[config.mk]
export PLATFORM = sky130hd
export DESIGN_NAME = run_duration_window_stats_core
export DESIGN_NICKNAME = d
export VERILOG_FILES = /design/src/rdws_pkg.sv /design/src/rdws_ring.sv /design/src/rdws_div.sv /design/src/run_duration_window_stats_core.sv
export SDC_FILE = /design/constraint.sdc
export NUM_CORES = 2
export LEC_CHECK = 0
export ABC_AREA = 1
export BUFFER_PORTS_ARGS = -buffer_cell sky130_fd_sc_hd__buf_2
export CORE_MARGIN = 2
export CORE_UTILIZATION = 60
export DETAILED_ROUTE_END_ITERATION = 16
export PLACE_DENSITY = 0.77
export SLEW_MARGIN = 20
export SYNTH_ARGS = -nofsm -noshare
export SYNTH_HDL_FRONTEND = slang
export SYNTH_HIERARCHICAL = 1
export SYNTH_SLANG_ARGS = --single-unit
[constraint.sdc]
create_clock -name i_clk -period 6.05 [get_ports i_clk]
set_clock_uncertainty 0.05 [all_clocks]
set_input_delay 0 -clock i_clk [delete_from_list [all_inputs] [get_ports i_clk]]
set_output_delay 0 -clock i_clk [all_outputs]
set_load 0.005 [all_outputs]
[src/rdws_pkg.sv]
// shared types and constants for the run duration window statistics block
package rdws_pkg;

    localparam int DUR_W  = 15;
    localparam int FUNC_W = 2;
    localparam int RUNS_W = 7;

    localparam logic [DUR_W-1:0] MAX_DUR = 15'h7FFF;

    // operation codes carried in the func field
    localparam logic [FUNC_W-1:0] FUNC_ADD   = 2'd0;
    localparam logic [FUNC_W-1:0] FUNC_QUERY = 2'd1;
    localparam logic [FUNC_W-1:0] FUNC_CLEAR = 2'd2;

    typedef struct packed {
        logic [FUNC_W-1:0] func;
        logic [DUR_W-1:0]  duration;
    } t_in;

    typedef struct packed {
        logic [RUNS_W-1:0] runs_used;
        logic [DUR_W-1:0]  recent_min;
        logic [DUR_W-1:0]  recent_max;
        logic [DUR_W-1:0]  recent_avg;
        logic [DUR_W-1:0]  overall_min;
        logic [DUR_W-1:0]  overall_max;
        logic [DUR_W-1:0]  overall_avg;
    } t_out;

    typedef enum logic [2:0] {
        S_IDLE,
        S_WALK,
        S_DR_GO,
        S_DR_WAIT,
        S_DA_GO,
        S_DA_WAIT,
        S_DONE
    } t_state;

endpackage

[src/rdws_ring.sv]
// duration ring memory, one write port and one registered read port
module rdws_ring
    import rdws_pkg::*;
#(
    parameter int DEPTH = 64,
    parameter int AW    = 6
) (
    input  logic             i_clk,
    input  logic             i_we,
    input  logic [AW-1:0]    i_waddr,
    input  logic [DUR_W-1:0] i_wdata,
    input  logic             i_re,
    input  logic [AW-1:0]    i_raddr,
    output logic [DUR_W-1:0] o_rdata
);

    logic [DUR_W-1:0] r_mem [DEPTH];
    logic [DUR_W-1:0] r_rdata;

    // write port
    always_ff @(posedge i_clk) begin
        if (i_we) begin
            r_mem[i_waddr] <= i_wdata;
        end
    end

    // read port, data registered and valid in the cycle after an enabled read address
    always_ff @(posedge i_clk) begin
        if (i_re) begin
            r_rdata <= r_mem[i_raddr];
        end
    end

    assign o_rdata = r_rdata;

endmodule

[src/rdws_div.sv]
// restoring divider, one quotient bit per cycle
module rdws_div #(
    parameter int W  = 22,
    parameter int DW = 7
) (
    input  logic          i_clk,
    input  logic          i_rst_n,
    input  logic          i_start,
    input  logic [W-1:0]  i_dividend,
    input  logic [DW-1:0] i_divisor,
    output logic          o_done,
    output logic [W-1:0]  o_quotient
);

    localparam int CW = $clog2(W + 1);

    logic [CW-1:0] r_cnt;
    logic          r_done;
    logic [W-1:0]  r_quo;
    logic [DW-1:0] r_rem;
    logic [DW-1:0] r_dvs;

    logic [DW:0]   w_shift;
    logic [DW:0]   w_diff;

    // trial subtraction of the divisor from the shifted remainder
    assign w_shift = {r_rem, r_quo[W-1]};
    assign w_diff  = w_shift - {1'b0, r_dvs};

    // step counter and done pulse
    always_ff @(posedge i_clk) begin
        if (!i_rst_n) begin
            r_cnt  <= '0;
            r_done <= 1'b0;
        end else begin
            r_done <= 1'b0;
            if (i_start) begin
                r_cnt <= CW'(W);
            end else if (r_cnt != '0) begin
                r_cnt  <= r_cnt - 1'b1;
                r_done <= (r_cnt == CW'(1));
            end
        end
    end

    // remainder and quotient shift register
    always_ff @(posedge i_clk) begin
        if (i_start) begin
            r_rem <= '0;
            r_quo <= i_dividend;
            r_dvs <= i_divisor;
        end else if (r_cnt != '0) begin
            if (!w_diff[DW]) begin
                r_rem <= w_diff[DW-1:0];
                r_quo <= {r_quo[W-2:0], 1'b1};
            end else begin
                r_rem <= w_shift[DW-1:0];
                r_quo <= {r_quo[W-2:0], 1'b0};
            end
        end
    end

    assign o_done     = r_done;
    assign o_quotient = r_quo;

endmodule

[src/run_duration_window_stats_core.sv]
// Run duration window statistics core: ring of durations with min/max/average query.
// Add and clear items do not raise busy; busy stays low and the next item is taken at once.
// A query with n > 0 entries uses a divider of W = 15 + clog2(depth + 1) bits:
// the ring walk reads one memory entry per cycle, then one shared divider runs twice.
// A query on an empty ring skips the divider; the strobe is high for one cycle, never stalled.
// Synchronous active-low reset empties the ring (pointer and count to zero); no clearing pass.
module run_duration_window_stats_core
    import rdws_pkg::*;
#(
    parameter int HISTORY_DEPTH = 64,
    parameter int RECENT_WINDOW = 10
) (
    input  logic i_clk,
    input  logic i_rst_n,
    input  logic start,
    input  t_in  i_item,
    output logic busy,
    output logic o_strobe,
    output t_out o_result
);

    localparam int PTR_W  = $clog2(HISTORY_DEPTH);
    localparam int CNT_W  = $clog2(HISTORY_DEPTH + 1);
    localparam int SUM_W  = DUR_W + CNT_W;
    localparam int RSUM_W = DUR_W + $clog2(RECENT_WINDOW + 1);

    t_state r_state, n_state;

    logic [PTR_W-1:0] r_wp;
    logic [CNT_W-1:0] r_fill;
    logic             r_strobe;
    t_out             r_out;

    logic [PTR_W-1:0]  r_pos;
    logic [CNT_W-1:0]  r_left;
    logic              r_rd_vld;
    logic [CNT_W-1:0]  r_idx;
    logic [CNT_W-1:0]  r_used;
    logic [CNT_W-1:0]  r_recent_n;
    logic [DUR_W-1:0]  r_rmin, r_rmax, r_amin, r_amax, r_ravg;
    logic [RSUM_W-1:0] r_rsum;
    logic [SUM_W-1:0]  r_asum;

    logic             w_accept;
    logic             w_rd_en;
    logic             w_div_start;
    logic [SUM_W-1:0] w_div_dividend;
    logic [CNT_W-1:0] w_div_divisor;
    logic             w_div_done;
    logic [SUM_W-1:0] w_div_quo;
    logic [PTR_W-1:0] w_prev_pos;
    logic [CNT_W-1:0] w_recent_n;
    logic [DUR_W-1:0] w_rdata;
    logic [31:0]      w_used_ext;

    assign w_accept = start && !busy;

    // ring walks backward from the write pointer
    assign w_prev_pos = (r_pos == '0) ? PTR_W'(HISTORY_DEPTH - 1) : r_pos - 1'b1;

    // recent window size for the current fill
    assign w_recent_n = (int'(r_fill) < RECENT_WINDOW) ? r_fill : CNT_W'(RECENT_WINDOW);

    rdws_ring #(
        .DEPTH (HISTORY_DEPTH),
        .AW    (PTR_W)
    ) u_ring (
        .i_clk   (i_clk),
        .i_we    (w_accept && (i_item.func == FUNC_ADD)),
        .i_waddr (r_wp),
        .i_wdata (i_item.duration),
        .i_re    (w_rd_en),
        .i_raddr (w_prev_pos),
        .o_rdata (w_rdata)
    );

    rdws_div #(
        .W  (SUM_W),
        .DW (CNT_W)
    ) u_div (
        .i_clk      (i_clk),
        .i_rst_n    (i_rst_n),
        .i_start    (w_div_start),
        .i_dividend (w_div_dividend),
        .i_divisor  (w_div_divisor),
        .o_done     (w_div_done),
        .o_quotient (w_div_quo)
    );

    // next state
    always_comb begin
        n_state = r_state;
        case (r_state)
            S_IDLE: begin
                if (w_accept && (i_item.func == FUNC_QUERY)) begin
                    n_state = S_WALK;
                end
            end
            S_WALK: begin
                if ((r_left == '0) && !r_rd_vld) begin
                    n_state = (r_used == '0) ? S_DONE : S_DR_GO;
                end
            end
            S_DR_GO:   n_state = S_DR_WAIT;
            S_DR_WAIT: begin
                if (w_div_done) begin
                    n_state = S_DA_GO;
                end
            end
            S_DA_GO:   n_state = S_DA_WAIT;
            S_DA_WAIT: begin
                if (w_div_done) begin
                    n_state = S_DONE;
                end
            end
            S_DONE:    n_state = S_IDLE;
            default:   n_state = S_IDLE;
        endcase
    end

    // state outputs
    always_comb begin
        busy           = 1'b1;
        w_rd_en        = 1'b0;
        w_div_start    = 1'b0;
        w_div_dividend = r_asum;
        w_div_divisor  = r_used;
        case (r_state)
            S_IDLE: busy = 1'b0;
            S_WALK: w_rd_en = (r_left != '0);
            S_DR_GO: begin
                w_div_start    = 1'b1;
                w_div_dividend = SUM_W'(r_rsum);
                w_div_divisor  = r_recent_n;
            end
            S_DA_GO: w_div_start = 1'b1;
            default: begin
                busy = 1'b1;
            end
        endcase
    end

    // control registers
    always_ff @(posedge i_clk) begin
        if (!i_rst_n) begin
            r_state  <= S_IDLE;
            r_wp     <= '0;
            r_fill   <= '0;
            r_strobe <= 1'b0;
            r_rd_vld <= 1'b0;
        end else begin
            r_state  <= n_state;
            r_strobe <= (r_state == S_DONE);
            r_rd_vld <= w_rd_en;
            if (w_accept) begin
                case (i_item.func)
                    FUNC_ADD: begin
                        r_wp <= (r_wp == PTR_W'(HISTORY_DEPTH - 1)) ? '0 : r_wp + 1'b1;
                        if (r_fill < CNT_W'(HISTORY_DEPTH)) begin
                            r_fill <= r_fill + 1'b1;
                        end
                    end
                    FUNC_CLEAR: begin
                        r_wp   <= '0;
                        r_fill <= '0;
                    end
                    default: begin
                        r_wp <= r_wp;
                    end
                endcase
            end
        end
    end

    // walk and accumulate
    always_ff @(posedge i_clk) begin
        if (w_accept && (i_item.func == FUNC_QUERY)) begin
            r_pos      <= r_wp;
            r_left     <= r_fill;
            r_used     <= r_fill;
            r_recent_n <= w_recent_n;
            r_idx      <= '0;
            r_rmin     <= MAX_DUR;
            r_rmax     <= '0;
            r_rsum     <= '0;
            r_amin     <= MAX_DUR;
            r_amax     <= '0;
            r_asum     <= '0;
        end else begin
            if (w_rd_en) begin
                r_pos  <= w_prev_pos;
                r_left <= r_left - 1'b1;
            end
            if (r_rd_vld) begin
                r_idx  <= r_idx + 1'b1;
                r_asum <= r_asum + SUM_W'(w_rdata);
                if (w_rdata < r_amin) r_amin <= w_rdata;
                if (w_rdata > r_amax) r_amax <= w_rdata;
                if (r_idx < r_recent_n) begin
                    r_rsum <= r_rsum + RSUM_W'(w_rdata);
                    if (w_rdata < r_rmin) r_rmin <= w_rdata;
                    if (w_rdata > r_rmax) r_rmax <= w_rdata;
                end
            end
            if ((r_state == S_DR_WAIT) && w_div_done) begin
                r_ravg <= w_div_quo[DUR_W-1:0];
            end
        end
    end

    assign w_used_ext = 32'(r_used);

    // result register
    always_ff @(posedge i_clk) begin
        if (r_state == S_DONE) begin
            r_out.runs_used <= w_used_ext[RUNS_W-1:0];
            if (r_used == '0) begin
                r_out.recent_min  <= '0;
                r_out.recent_max  <= '0;
                r_out.recent_avg  <= '0;
                r_out.overall_min <= '0;
                r_out.overall_max <= '0;
                r_out.overall_avg <= '0;
            end else begin
                r_out.recent_min  <= r_rmin;
                r_out.recent_max  <= r_rmax;
                r_out.recent_avg  <= r_ravg;
                r_out.overall_min <= r_amin;
                r_out.overall_max <= r_amax;
                r_out.overall_avg <= w_div_quo[DUR_W-1:0];
            end
        end
    end

    assign o_strobe = r_strobe;
    assign o_result = r_out;

`ifndef SYNTH
    // a query item always makes the block busy on the next cycle
    a_query_busy: assert property (@(posedge i_clk) disable iff (!i_rst_n)
        (w_accept && (i_item.func == FUNC_QUERY)) |=> busy)
        else $error("query accepted but block not busy");

    // result strobes never come on consecutive cycles
    a_strobe_single: assert property (@(posedge i_clk) disable iff (!i_rst_n)
        o_strobe |=> !o_strobe)
        else $error("result strobe longer than one cycle");

    // recent statistics are ordered
    a_recent_order: assert property (@(posedge i_clk) disable iff (!i_rst_n)
        o_strobe |-> ((o_result.recent_min <= o_result.recent_avg)
                      && (o_result.recent_avg <= o_result.recent_max)))
        else $error("recent min/avg/max out of order");

    // overall statistics are ordered
    a_overall_order: assert property (@(posedge i_clk) disable iff (!i_rst_n)
        o_strobe |-> ((o_result.overall_min <= o_result.overall_avg)
                      && (o_result.overall_avg <= o_result.overall_max)))
        else $error("overall min/avg/max out of order");
`endif

endmodule
* Word level (Yosys, flattened, before mapping) *
Memories as Yosys holds them, arrays and structs flattened. A register that Yosys moved wholly into a read port is not among the register bits.
Index checks and enable logic that the tools add are counted.

word-level totals
  memories kept = 1
  bits in writable memories = 960
  register bits after elaboration = 307
  input port bits = 20
  logic and storage cells = 121

memories
  memory        depth  width  rd ports  clocked after Yosys merged registers in  wr ports  RTL line         text
  u_ring.r_mem  64     15     1         1                                        1         rdws_ring.sv:17  logic [DUR_W-1:0] r_mem [DEPTH];

cells by class
  bitwise gates (word level) = 3
  reductions and logical operators = 28
  mux-type cells = 28
  $add $sub $neg = 9
  equality and inequality tests = 15
  magnitude comparators = 7

operator list
  operator               number
  $mux W22               3
  $mux W7                5
  $gt A15 B15 Y1         2
  $lt A15 B15 Y1         2
  $mux W6                4
  $add A22 B15 Y22       1
  $add A19 B15 Y19       1
  $pmux W3 S6            1
  $mux W3                5
  $add A7 B1 Y7 const B  2
  $logic_not A7 Y1       2
  $pmux W7 S2            1
  $pmux W6 S2            1
  $mux W5                2
  $reduce_and A2 Y1      5
  $eq A3 B3 Y1 const B   3
  $reduce_and A3 Y1      3
  $ne A2 B1 Y1 const B   4
  $sub A8 B7 Y8          1
  $lt A7 B4 Y1 const B   1
  $lt A7 B7 Y1           1
  $lt A7 B7 Y1 const B   1
  $reduce_bool A7 Y1     1
  $sub A7 B1 Y7 const B  1
  22 further kinds       37

* Longest topological paths before layout *
  depth in word-level cells = 5
  depth in mapped cells = 17

* By module *
The synthesis kept the hierarchy.

by module, submodules not included
  module                          cells an instance  instances  area each (µm²)  seq. area each (µm²)
  rdws_ring                       3304               1          39424.1          29278.1
  run_duration_window_stats_core  1791               1          14248.7          6696.4
  rdws_div                        264                1          2248.4           1131.1

* Least setup slack after synthesis *
OpenSTA, ideal clock, no wires.

  path kind = register to register
  start = register r_state[0]
  end = register r_out (netlist bit o_result[0]) (enable)
  stages on the path, launching flop included = 4
  buffers on the path = 0
  arrival time = 4562 ps
  setup time = 553 ps
  setup slack = 885 ps
  required time = 5447 ps
  clock period less this slack = 5165 ps
  cell sequence = dfxtp_1 -> inv_1 -> nand2_1 -> nor2_1

between the ends
  longest elaborated chain between the ends = 1

ends and longest elaborated chain
  element                   RTL line                               text
  start: declaration        run_duration_window_stats_core.sv:27   t_state r_state, n_state;
  start signal: assignment  run_duration_window_stats_core.sv:152  r_state <= n_state;
  $eq A3 B3 Y1              run_duration_window_stats_core.sv:215  if (r_state == S_DONE) begin
  end: declaration          run_duration_window_stats_core.sv:32   t_out r_out;

Every way passes these cells.
A chain may end at the register's enable or synchronous reset.

* Final worst setup path *
  start = register r_state[2]
  end = memory u_ring.r_mem[22][3] (enable)

between the ends
  longest elaborated chain between the ends = 5

ends and longest elaborated chain
  element                        RTL line                               text
  $logic_not A3 Y1               run_duration_window_stats_core.sv:128  case (r_state)
  $logic_and A1 B1 Y1            run_duration_window_stats_core.sv:56   assign w_accept = start && !busy;
  $logic_and A1 B1 Y1            run_duration_window_stats_core.sv:69   .i_we (w_accept && (i_item.func == FUNC_ADD)),
  $mux W1                        rdws_ring.sv:22                        if (i_we) begin
  $mux W1 (implied by the code)  rdws_ring.sv:23                        r_mem[i_waddr] <= i_wdata;
  end: declaration               rdws_ring.sv:17

Every way passes these cells.

==> impl_metrics.tcl <==
set metrics [dict create \
    run_status "complete, no violations" \
    fmax_mhz 236 \
    rsz0062_at_grt "no" \
    crit_required_ns 6.35 \
    netlist_area_sq_um 55900 \
    period_share_pct 70.0 \
    ys_async_sr_fraction_pct 0 \
    start_kind "flop" \
    dieArea_sq_um 95700 \
    seq_area_sq_um 37100 \
    slew_viol_final 0 \
    syn_inst 5359 \
    r2r-start "r_state[2]" \
    avgRoutedWirePerCell_um 21.1 \
    start_util_pct 60.7 \
    setup_viol 0 \
    final_nets 5590 \
    cts_buffers 133 \
    critical_path_class "reg2reg" \
    rrSetupSlack_ns 1.81 \
    cts_sinks 1282 \
    die_w_um 309 \
    end_kind "flop" \
    cp_cell_sequence "inv_2 > nand2_2 > nor2_4 > nand2_2 > dlygate4sd3_1 > nor2_4 > nand4_1 > nor2_2" \
    min_period_ns 4.24 \
    power.leakage_nw 24.5 \
    antenna_found_initial 2 \
    slowest_delay_ns 1.13 \
    gp_congestion 0.898 \
    fill_cells 6650 \
    synth_area_leaders "edfxtp_1, nand2_1, nand3_1" \
    portBuffers 118 \
    grt_usage_pct 30.0 \
    multi_input_area_sq_um 16300 \
    cp.arrival_ns 4.54 \
    cts_tree "built" \
    cts_root_buf "clkbuf_16" \
    core_sq_um 92100 \
    grt_max_degree 236 \
    hold_class "in2reg" \
    rr_endpoint "u_ring/r_mem[22][3]" \
    critical_path_peak_fanout 15 \
    placed_cell_area_sq_um 57600 \
    drc 0 \
    worst-path-buf-inv 2 \
    ctsResizeCount 0 \
    areaGrowthSynthToFinish_pct 11.1 \
    post_cts_buffers 0 \
    yosys_most_used_dff "edfxtp_1" \
    ctsHtreeMaxLevel 4 \
    grt_overflow_total 0 \
    fin_area_sq_um 62100 \
    num_vias 40000 \
    synth_edf_count 1143 \
    synth_area_per_cell_sq_um 10.4 \
    cp_slowest_cell "nor2_2" \
    ys_seq_area_share_pct 66.4 \
    place_hpwl_mm 81.7 \
    num_rows 111 \
    fp.dieH_um 309 \
    ys_seq_elements 1282 \
    hold_depth 4 \
    routed_wl_mm 143 \
    tightest_slew_ns 1.22 \
    grt_first_pass_wirelength_mm 217 \
    first_global_vias 37300 \
    maxSlewHeadroom_pct 18.7 \
    finalSetupTns_ns 0 \
    clock_path_buffers 3 \
    insertion_delay_ns 0.76 \
    ir_worst_vdd_uv 344 \
    avgViaCountPerCell 5.88 \
    yosysWarnings 6 \
    ios 119 \
    reg2reg_depth 8 \
    min_from "i_rst_n" \
    min_to "u_div/r_cnt[1]" \
    path_clk_slew_ns 0.06 \
    powerDensity_nw_per_um2 359 \
    synth.largest_area_cell "edfxtp_1" \
    synth_cell_types 53 \
    dr.pass1.iters 6 \
    drtIter0Drc 5542 \
    yosysTopAreaCellShare_pct 61.4 \
    final_hold_viol_count 0 \
    antenna_left 0 \
    layout-drive-gt1-share_pct 8.74 \
    ctsHoldBuffers 21 \
    critical-path-top-delay-family "simple AND/OR/NAND/NOR gates" \
    max_cap_viol_count 0 \
]
[worst max path at each step]
| stage | start | end | slack [ns] | depth (start not counted) |
|---|---|---|---|---|
| global placement | r_pos[0] | u_ring/o_rdata[0] | 2.24 | 14 |
| global route | r_state[0] | u_ring/r_mem[22][10] | 1.75 | 8 |
| CTS | r_state[2] | u_ring/r_mem[22][0] | 1.97 | 8 |
| floorplan | r_state[0] | o_result[0] | 0.88 | 3 |
| detailed placement | r_pos[0] | u_ring/o_rdata[0] | 2.18 | 14 |
| finish | r_state[2] | u_ring/r_mem[22][3] | 1.81 | 8 |
[where the power goes]
part | switching [mW] | internal (mW)
Clock | 3.38 | 4.75
Combinational | 2.64 | 1.17
Sequential | 0.283 | 10.1
[synthesized netlist by cell type (7+ instances only)]
master,n
buf_2,153
buf_6,17
ha_1,110
dfxtp_1,139
nand4_1,50
inv_2,10
nor2_1,281
o21ai_1,14
a21oi_1,129
o21ai_0,67
nand3_1,968
nor4_1,12
buf_1,24
inv_1,325
buf_4,17
edfxtp_1,1143
nand2_1,1719
xnor2_1,7
xor2_1,16
nor3_1,21
clkbuf_1,63
[registers in the layout (all words and copies together), names as in the netlist, 15 cells and up]
signal	flops
o_result	97
r_amax	15
r_amin	15
r_asum	22
r_ravg	15
r_rmax	15
r_rmin	15
r_rsum	19
u_div/o_quotient	22
u_ring/o_rdata	15
u_ring/r_mem	960
[cells by family (layout without fill, tap and decap cells)]
logic type | after synthesis | in the layout | share of synthesized area [%]
AND/OR/NAND/NOR | 3092 | 3092 | 23.6
flip-flops | 1282 | 1282 | 66.4
buffers and inverters | 612 | 809 | 4.84
AO/OA/AOI/OAI | 236 | 236 | 2.26
adder cells (fa/ha/maj) | 113 | 113 | 2.57
XOR/XNOR | 23 | 23 | 0.360
other | 1 | 7 | 0.00671
[worst min-delay path, delay by kind of cell]
| family | cells | cell delay [ns] |
|---|---|---|
| AND/OR/NAND/NOR | 1 | 0.08 |
| buffers and inverters | 3 | 0.75 |
[cell type report]
cell class                      count  share of cell area [%]
Inverter                          336                    2.07
Clock buffer                      168                    5.67
Sequential cell                  1282                    59.7
Multi-Input combinational cell   3467                    26.2
Clock inverter                     68                    1.27
Timing Repair Buffer              237                    2.57
Tap cell                         1243                    2.50
Antenna cell                        4                  0.0161
[stage by stage]
step	hold slack, ns	util [%]	instances	setup WS, ns	power, mW
after floorplan	0.0476	-	5361	0.885	13.2
after global placement	0.301	62.6	6544	2.24	14.1
after detailed placement	0.299	62.6	6544	2.18	14.3
after CTS	0.0811	67.5	6801	1.97	22.3
after global routing	0.130	67.5	6801	1.75	23.2
final	0.101	67.5	6805	1.81	22.3
[cell usage in the layout (no fill, tap or decap), drive strengths merged, types with 6 or more instances in the layout]
cell type / Yosys / layout
dfxtp: 139 / 139
nand4: 50 / 50
or2: 8 / 8
o21ai: 86 / 86
xnor2: 7 / 7
nand3b: 6 / 6
bufinv: 0 / 14
inv: 335 / 343
o21a: 6 / 6
a21oi: 131 / 131
edfxtp: 1143 / 1143
nand2: 1728 / 1728
xor2: 16 / 16
buf: 213 / 216
clkinv: 1 / 42
nor3: 23 / 23
nor4: 12 / 12
dlygate4sd3: 0 / 21
ha: 110 / 110
clkbuf: 63 / 168
nand3: 973 / 973
nor2: 288 / 288
[layer usage]
metal	GRT usage [%]	up-vias	routed length [um]
li1	-	18500	-
met5	0	-	42
met1	40.3	19000	54400
met2	47.8	2127	67500
met4	12.5	6	5760
met3	6.40	342	15800
No activity file was read; power rests on OpenSTA's default activity.
